[src/rtl/dhq_pkg.sv]
// ----------------------------------------------------------------------------
// dhq_pkg: shared types and constants for the d-ary max-heap queue
// Request and result layouts, operation and status codes, and the default
// store size and degree limits used across the block.
// ----------------------------------------------------------------------------
package dhq_pkg;

  localparam int unsigned CAPACITY_DEF = 256;

  localparam int unsigned KEY_W    = 32;
  localparam int unsigned INDEX_W  = 8;
  localparam int unsigned COUNT_W  = 9;
  localparam int unsigned DEGREE_W = 4;

  localparam logic [DEGREE_W-1:0] DEGREE_RESET = 4'd3;
  localparam logic [DEGREE_W-1:0] DEGREE_MIN   = 4'd2;
  localparam logic [DEGREE_W-1:0] DEGREE_MAX   = 4'd8;

  // Operation codes carried in the request's mode field.
  localparam logic [1:0] MODE_INSERT   = 2'd0;
  localparam logic [1:0] MODE_EXTRACT  = 2'd1;
  localparam logic [1:0] MODE_INCREASE = 2'd2;
  localparam logic [1:0] MODE_NOP      = 2'd3;

  // Status codes returned with every result.
  localparam logic [1:0] ST_OK    = 2'd0;
  localparam logic [1:0] ST_EMPTY = 2'd1;
  localparam logic [1:0] ST_RANGE = 2'd2;
  localparam logic [1:0] ST_FULL  = 2'd3;

  typedef struct packed {
    logic [1:0]               mode;
    logic signed [KEY_W-1:0]  key;
    logic [INDEX_W-1:0]       index;
  } req_t;

  typedef struct packed {
    logic signed [KEY_W-1:0]  value;
    logic [1:0]               status;
    logic [COUNT_W-1:0]       count;
  } result_t;

endpackage

[src/rtl/dhq_ctrl.sv]
// ----------------------------------------------------------------------------
// dhq_ctrl: heap operation sequencer
// Runs insert, extract-max and increase-key against the key store, moving a
// held key through a hole one level per pass, and produces the result strobe.
// ----------------------------------------------------------------------------
module dhq_ctrl #(
  parameter int unsigned CAPACITY = dhq_pkg::CAPACITY_DEF,
  parameter int unsigned AW       = $clog2(CAPACITY),
  parameter int unsigned CW       = $clog2(CAPACITY + 1)
) (
  input  logic                            clk,
  input  logic                            rst,
  input  logic                            start,
  output logic                            busy,
  input  dhq_pkg::req_t                   req,
  input  logic [dhq_pkg::DEGREE_W-1:0]    deff,
  output logic                            rd_en,
  output logic [AW-1:0]                   rd_addr,
  input  logic [dhq_pkg::KEY_W-1:0]       rd_data,
  output logic                            we,
  output logic [AW-1:0]                   wr_addr,
  output logic [dhq_pkg::KEY_W-1:0]       wr_data,
  output logic                            done,
  output dhq_pkg::result_t                result
);

  localparam int unsigned KW = dhq_pkg::KEY_W;
  localparam int unsigned SH = AW + 3;        // reciprocal scale exponent
  localparam int unsigned RW = AW + 3;        // reciprocal width
  localparam int unsigned PW = AW + RW;       // product width
  localparam int unsigned BW = AW + 4;        // child index width
  localparam int unsigned IW = CW + dhq_pkg::INDEX_W;

  // Rounded-up reciprocals of each degree. With a scale of 2^(AW+3) the
  // product's upper bits give the exact floor quotient for any AW-bit value.
  localparam int unsigned R2 = ((1 << SH) + 1) / 2;
  localparam int unsigned R3 = ((1 << SH) + 2) / 3;
  localparam int unsigned R4 = ((1 << SH) + 3) / 4;
  localparam int unsigned R5 = ((1 << SH) + 4) / 5;
  localparam int unsigned R6 = ((1 << SH) + 5) / 6;
  localparam int unsigned R7 = ((1 << SH) + 6) / 7;
  localparam int unsigned R8 = ((1 << SH) + 7) / 8;

  typedef enum logic [3:0] {
    S_IDLE,
    S_EX_LAST,
    S_EX_HOLD,
    S_INC_CMP,
    S_UP_START,
    S_UP_DIV,
    S_UP_CMP,
    S_DN_BASE,
    S_DN_SCAN,
    S_DN_DEC
  } state_t;

  state_t          state;
  logic [CW-1:0]   count;
  logic [KW-1:0]   hold;
  logic [KW-1:0]   value_r;
  logic [AW-1:0]   pos;
  logic [AW-1:0]   par;
  logic [PW-1:0]   prod;
  logic [BW-1:0]   base;
  logic [dhq_pkg::DEGREE_W-1:0] cidx;
  logic            pend;
  logic [AW-1:0]   pend_idx;
  logic [KW-1:0]   best_val;
  logic [AW-1:0]   best_idx;

  logic [RW-1:0]   recip;
  logic [AW-1:0]   parent;
  logic [BW-1:0]   child;
  logic            issue;
  logic            in_range;
  logic            up_move;

  always_comb begin
    unique case (deff)
      4'd2:    recip = RW'(R2);
      4'd3:    recip = RW'(R3);
      4'd4:    recip = RW'(R4);
      4'd5:    recip = RW'(R5);
      4'd6:    recip = RW'(R6);
      4'd7:    recip = RW'(R7);
      default: recip = RW'(R8);
    endcase
  end

  assign parent   = prod[SH +: AW];
  assign child    = base + BW'(cidx);
  assign issue    = (cidx < deff) && (child < BW'(count));
  assign in_range = IW'(req.index) < IW'(count);
  assign up_move  = $signed(hold) > $signed(rd_data);
  assign busy     = (state != S_IDLE);

  // Store port control. Reads and writes never fall in the same state, so the
  // same entry is never read and written in one cycle.
  always_comb begin
    rd_en   = 1'b0;
    rd_addr = '0;
    we      = 1'b0;
    wr_addr = pos;
    wr_data = hold;
    unique case (state)
      S_IDLE: begin
        if (start && req.mode == dhq_pkg::MODE_EXTRACT && count != '0) begin
          rd_en = 1'b1;
        end
        if (start && req.mode == dhq_pkg::MODE_INCREASE && in_range) begin
          rd_en   = 1'b1;
          rd_addr = AW'(req.index);
        end
      end
      S_EX_LAST: begin
        rd_en   = 1'b1;
        rd_addr = AW'(count);
      end
      S_UP_START: begin
        we = (pos == '0);
      end
      S_UP_DIV: begin
        rd_en   = 1'b1;
        rd_addr = parent;
      end
      S_UP_CMP: begin
        we = 1'b1;
        if (up_move) begin
          wr_data = rd_data;
        end
      end
      S_DN_SCAN: begin
        rd_en   = issue;
        rd_addr = child[AW-1:0];
      end
      S_DN_DEC: begin
        we = 1'b1;
        if (best_idx != pos) begin
          wr_data = best_val;
        end
      end
      default: begin
      end
    endcase
  end

  always_ff @(posedge clk) begin
    if (rst) begin
      state <= S_IDLE;
      count <= '0;
      done  <= 1'b0;
    end else begin
      done <= 1'b0;
      unique case (state)
        S_IDLE: begin
          if (start) begin
            value_r <= '0;
            hold    <= req.key;
            unique case (req.mode)
              dhq_pkg::MODE_INSERT: begin
                if (count == CW'(CAPACITY)) begin
                  done          <= 1'b1;
                  result.value  <= '0;
                  result.status <= dhq_pkg::ST_FULL;
                  result.count  <= dhq_pkg::COUNT_W'(count);
                end else begin
                  pos   <= AW'(count);
                  count <= count + 1'b1;
                  state <= S_UP_START;
                end
              end
              dhq_pkg::MODE_EXTRACT: begin
                if (count == '0) begin
                  done          <= 1'b1;
                  result.value  <= '0;
                  result.status <= dhq_pkg::ST_EMPTY;
                  result.count  <= dhq_pkg::COUNT_W'(count);
                end else begin
                  count <= count - 1'b1;
                  state <= S_EX_LAST;
                end
              end
              dhq_pkg::MODE_INCREASE: begin
                if (!in_range) begin
                  done          <= 1'b1;
                  result.value  <= '0;
                  result.status <= dhq_pkg::ST_RANGE;
                  result.count  <= dhq_pkg::COUNT_W'(count);
                end else begin
                  pos   <= AW'(req.index);
                  state <= S_INC_CMP;
                end
              end
              default: begin
                done          <= 1'b1;
                result.value  <= '0;
                result.status <= dhq_pkg::ST_OK;
                result.count  <= dhq_pkg::COUNT_W'(count);
              end
            endcase
          end
        end
        S_EX_LAST: begin
          value_r <= rd_data;
          state   <= S_EX_HOLD;
        end
        S_EX_HOLD: begin
          hold <= rd_data;
          pos  <= '0;
          if (count == '0) begin
            done          <= 1'b1;
            result.value  <= value_r;
            result.status <= dhq_pkg::ST_OK;
            result.count  <= dhq_pkg::COUNT_W'(count);
            state         <= S_IDLE;
          end else begin
            state <= S_DN_BASE;
          end
        end
        S_INC_CMP: begin
          // The entry keeps the larger of its value and the new key.
          if (!($signed(hold) > $signed(rd_data))) begin
            hold <= rd_data;
          end
          state <= S_UP_START;
        end
        S_UP_START: begin
          if (pos == '0) begin
            done          <= 1'b1;
            result.value  <= '0;
            result.status <= dhq_pkg::ST_OK;
            result.count  <= dhq_pkg::COUNT_W'(count);
            state         <= S_IDLE;
          end else begin
            prod  <= PW'(pos - 1'b1) * PW'(recip);
            state <= S_UP_DIV;
          end
        end
        S_UP_DIV: begin
          par   <= parent;
          state <= S_UP_CMP;
        end
        S_UP_CMP: begin
          if (up_move) begin
            pos   <= par;
            state <= S_UP_START;
          end else begin
            done          <= 1'b1;
            result.value  <= '0;
            result.status <= dhq_pkg::ST_OK;
            result.count  <= dhq_pkg::COUNT_W'(count);
            state         <= S_IDLE;
          end
        end
        S_DN_BASE: begin
          base     <= BW'(deff) * BW'(pos) + 1'b1;
          cidx     <= '0;
          pend     <= 1'b0;
          best_val <= hold;
          best_idx <= pos;
          state    <= S_DN_SCAN;
        end
        S_DN_SCAN: begin
          // One child read is issued per cycle; its data is compared in the
          // next. A strict compare keeps the first of equal largest children.
          if (pend && ($signed(rd_data) > $signed(best_val))) begin
            best_val <= rd_data;
            best_idx <= pend_idx;
          end
          if (issue) begin
            pend     <= 1'b1;
            pend_idx <= child[AW-1:0];
            cidx     <= cidx + 1'b1;
          end else begin
            pend  <= 1'b0;
            state <= S_DN_DEC;
          end
        end
        S_DN_DEC: begin
          if (best_idx != pos) begin
            pos   <= best_idx;
            state <= S_DN_BASE;
          end else begin
            done          <= 1'b1;
            result.value  <= value_r;
            result.status <= dhq_pkg::ST_OK;
            result.count  <= dhq_pkg::COUNT_W'(count);
            state         <= S_IDLE;
          end
        end
        default: begin
          state <= S_IDLE;
        end
      endcase
    end
  end

  a_no_same_entry_rw: assert property (@(posedge clk) disable iff (rst)
    !(rd_en && we && rd_addr == wr_addr))
    else $error("store read and write hit the same entry in one cycle");

  a_count_bound: assert property (@(posedge clk) disable iff (rst)
    count <= CW'(CAPACITY))
    else $error("entry count above capacity");

  a_done_idle: assert property (@(posedge clk) disable iff (rst)
    done |-> state == S_IDLE)
    else $error("result strobe while an operation is still running");

  a_start_progress: assert property (@(posedge clk) disable iff (rst)
    (start && !busy) |=> (busy || done))
    else $error("accepted request neither started nor answered");

  a_write_when_busy: assert property (@(posedge clk) disable iff (rst)
    we |-> busy)
    else $error("store write while idle");

endmodule

[config.mk]
export PLATFORM = sky130hd
export DESIGN_NAME = dhq_ctrl
export DESIGN_NICKNAME = d
export VERILOG_FILES = /design/src/rtl/dhq_pkg.sv /design/src/rtl/dhq_ctrl.sv
export SDC_FILE = /design/constraint.sdc
export NUM_CORES = 1
export LEC_CHECK = 0
export ABC_AREA = 1
export ABC_CLOCK_PERIOD_IN_PS = 5400
export BUFFER_PORTS_ARGS = -buffer_cell sky130_fd_sc_hd__buf_2
export CAP_MARGIN = 20
export CELL_PAD_IN_SITES_DETAIL_PLACEMENT = 0
export CELL_PAD_IN_SITES_GLOBAL_PLACEMENT = 1
export CORE_MARGIN = 4
export CORE_UTILIZATION = 41
export CTS_CLUSTER_SIZE = 16
export DETAILED_ROUTE_END_ITERATION = 7
export HOLD_SLACK_MARGIN = 0.15
export PLACE_DENSITY_LB_ADDON = 0.1
export SETUP_SLACK_MARGIN = 0.02
export SYNTH_ARGS = -nofsm -noshare
export SYNTH_HDL_FRONTEND = slang
export SYNTH_SLANG_ARGS = --single-unit
[constraint.sdc]
create_clock -name clk -period 5.4 [get_ports clk]
set_input_delay 0.54 -clock clk [delete_from_list [all_inputs] [get_ports clk]]
set_output_delay 0.54 -clock clk [all_outputs]
set_load 0.005 [all_outputs]
==> results.json <==
{
  "synth_top_area_cell": "edfxtp_1",
  "die_x_microns": 211,
  "vias": 14685,
  "syn_to_final_growth_pct": 19.2,
  "maxSlewViolCount": 0,
  "p_switching_mw": 1.96,
  "grt_antenna_before_repair": 0,
  "yosys_warnings": 0,
  "drc": 0,
  "synth_ff_type": "edfxtp_1",
  "status": "completed",
  "drv_cap": 0,
  "drt_iter0_markers": 1034,
  "max_freq_mhz": 193,
  "irDropWorstVdd_v": 0.000197,
  "crit_fanout": 4,
  "core.rowCount": 74,
  "end_kind": "flop",
  "ys_seq_area_frac": 0.365,
  "grt_max_degree": 76,
  "synth_top_area_frac": 0.348,
  "die_area_sq_um": 44600,
  "fin_util": 0.494,
  "cts_tree": "yes",
  "synth_area_sq_um": 16900,
  "root_buffer": "clkbuf_16",
  "setup_viol": 0,
  "gp_congestion": 0.890,
  "worst_clock_skew_ns": 0.0184,
  "clock_sinks": 210,
  "p_leak_nw": 9.80,
  "fp.coreArea_sq_um": 40800,
  "drtPass1Iterations": 5,
  "crit_arrival_ns": 5.47,
  "antenna_cells": 0,
  "drive_above_1_share": 0.177,
  "cts_made_buffers": 25,
  "swShare": 0.342,
  "rsz0062_at_grt": "true",
  "hold_viol": 0,
  "required_ns": 5.68,
  "viasPerCell": 5.14,
  "synth_area_leaders": "edfxtp_1 35%, nand2_1 12%, ha_1 12%",
  "grt_first_pass_wirelength_microns": 82200,
  "cts_buffer_depth": 3,
  "synth_nets": 2389,
  "ioPinCount": 176,
  "synthArstFlopShare": 0,
  "htreeDepth": 1,
  "p_comb_frac": 0.328,
  "syn_area_per_cell_sq_um": 8.17,
  "worstMarginPinSlew_ns": 0.803,
  "grt_pass1_vias": 14718,
  "max_stage_delay_ns": 0.53,
  "cp_slowest_cell": "fa_1",
  "cts_hold_buf": 0,
  "portBuffers": 175,
  "grt-ovfl-total": 0,
  "fillers": 4085,
  "synth_edf_count": 196,
  "slew_headroom": 0.464,
  "power.density_nw_per_um2": 284,
  "power.total_mw": 5.72,
  "ys_ff_latch": 210,
  "start_util": 0.414,
  "multi_input_comb_area_sq_um": 9580,
  "synthDistinctLibCells": 54,
  "setup-tns-final_ns": 0,
  "clk_pin_slew_ns": 0.06,
  "hold_path.class": "in2reg",
  "wl_per_cell_microns": 18.7,
  "finalCriticalPeriod_ns": 5.19,
  "nNetsFinal": 2623,
  "pre_cts_ws_ns": -0.0840,
  "grt_util_all_layers": 0.234,
  "critPathKind": "reg2reg",
  "setup_slack_ns": 0.215,
  "register_area_sq_um": 6170,
  "intPower_mw": 3.76,
  "seqPwrFrac": 0.367,
  "die_h_microns": 211,
  "drtAntennaViolNets": 0,
  "finalCritPeriodShare": 0.960,
  "dp_hpwl_microns": 39900,
  "insertion_delay_ns": 0.54,
  "finalWirelength_microns": 53500,
  "power_frac_clock": 0.305,
  "netlist_instances": 2070,
  "start_kind": "flop"
}
## sequential cells by signal, summed over array words and instances, names as in the netlist, 8 cells and up
signal	flops
result	43
pend_idx	8
base	12
hold	32
prod	8
count	9
wr_addr	8
best_idx	8
value_r	32
par	8
best_val	32
## per-stage QoR
step                      hold WS, ns  instances  area, sq um
after CTS                       0.256       2850        19800
after global placement          0.432       2802        18900
after floorplan                 0.416       2070        16900
after global routing            0.280       2855        20200
after detailed placement        0.432       2803        18900
final                           0.275       2855        20200
## synth_stat cells (4+ instances only)
cell type	number
nand4_1	45
ha_1	161
o21bai_1	4
buf_2	17
fa_1	77
buf_6	4
o21ai_0	137
o211ai_1	5
a21oi_1	86
nand3b_1	5
o2111ai_1	5
nand2_1	559
nand3_1	74
nand2_2	5
clkbuf_2	4
inv_2	6
dfxtp_1	14
clkbuf_1	38
xnor2_1	8
nor2_1	190
o21ai_1	14
buf_1	4
nor3_1	18
inv_1	315
xor2_1	26
a22oi_1	8
edfxtp_1	196
## layout make-up
class | instances | area share
multi-input combinational | 1468 | 0.475
sequential | 210 | 0.306
timing repair buffer | 276 | 0.0842
inverter | 323 | 0.0604
tap | 532 | 0.0330
clock buffer | 30 | 0.0320
clock inverter | 16 | 0.00913
## kinds of logic after synthesis
family          Yosys count  synth area share
compound gates          279            0.0901
flops                   210             0.365
fa+ha+maj               238             0.210
simple gates            917             0.227
xor+xnor                 34            0.0176
buf+inv                 392            0.0908
## cell usage in the layout (no fill, tap or decap), types with 9 or more instances in the layout
| master | Yosys | layout |
|---|---|---|
| nor2_1 | 190 | 173 |
| nand2_1 | 559 | 547 |
| xor2_1 | 26 | 26 |
| nor2_4 | 2 | 9 |
| a21oi_1 | 86 | 75 |
| ha_1 | 161 | 151 |
| o21ai_0 | 137 | 134 |
| inv_1 | 315 | 310 |
| clkbuf_16 | 0 | 25 |
| dfxtp_1 | 14 | 14 |
| o21ai_1 | 14 | 15 |
| nand2_2 | 5 | 16 |
| buf_2 | 17 | 176 |
| nor3_1 | 18 | 13 |
| buf_4 | 2 | 93 |
| nor2_2 | 0 | 10 |
| nand3_1 | 74 | 73 |
| inv_2 | 6 | 9 |
| ha_4 | 0 | 10 |
| nand4_1 | 45 | 45 |
| edfxtp_1 | 196 | 196 |
| a21oi_2 | 0 | 9 |
| fa_1 | 77 | 72 |
## final timing paths
path / to / slack, ns / depth (start not counted) / from
worst max-delay path: prod[13]$_DFFE_PP_ / 0.21 / 25 / wr_addr[1]$_DFFE_PP_
worst min-delay path: hold[25]$_DFFE_PP_ / 0.28 / 3 / req[33]
worst max register to register: prod[13]$_DFFE_PP_ / 0.21 / 25 / wr_addr[1]$_DFFE_PP_
worst min register to register: par[6]$_DFFE_PP_ / 0.45 / 0 / prod[17]$_DFFE_PP_
## power groups by stage
stage | sequential (mW) | clock, mW | combinational (mW)
2_1_floorplan | 2.11 | 0 | 1.08
3_5_place_dp | 2.13 | 0 | 1.74
6_report | 2.10 | 1.75 | 1.88
3_3_place_gp | 2.13 | 0 | 1.71
4_1_cts | 2.10 | 1.78 | 1.75
5_1_grt | 2.11 | 1.84 | 2.12
## routing by layer
metal,vias up,track usage,wire (microns)
met4,0,0.0662,1410
met2,393,0.419,26900
met3,84,0.0202,2490
met5,-,0,0
li1,7219,-,-
met1,6989,0.304,22600
## timing repair
action / 4_1_cts / 5_1_grt
gates resized for setup: 12 / 64
pin swaps: 4 / 38
setup endpoints to repair: 7 / 8
setup buffers: 1 / 3
hold endpoints to repair: 0 / 0
## critical path: cells and delay by family (launching register included)
| family | cells | cell delay, ns |
|---|---|---|
| adder cells (fa/ha/maj) | 6 | 2.72 |
| AND/OR/NAND/NOR | 11 | 1.11 |
| AO/OA/AOI/OAI | 3 | 0.42 |
| flip-flops | 1 | 0.41 |
| buffers and inverters | 5 | 0.30 |
(Power assumes the default switching activity.)
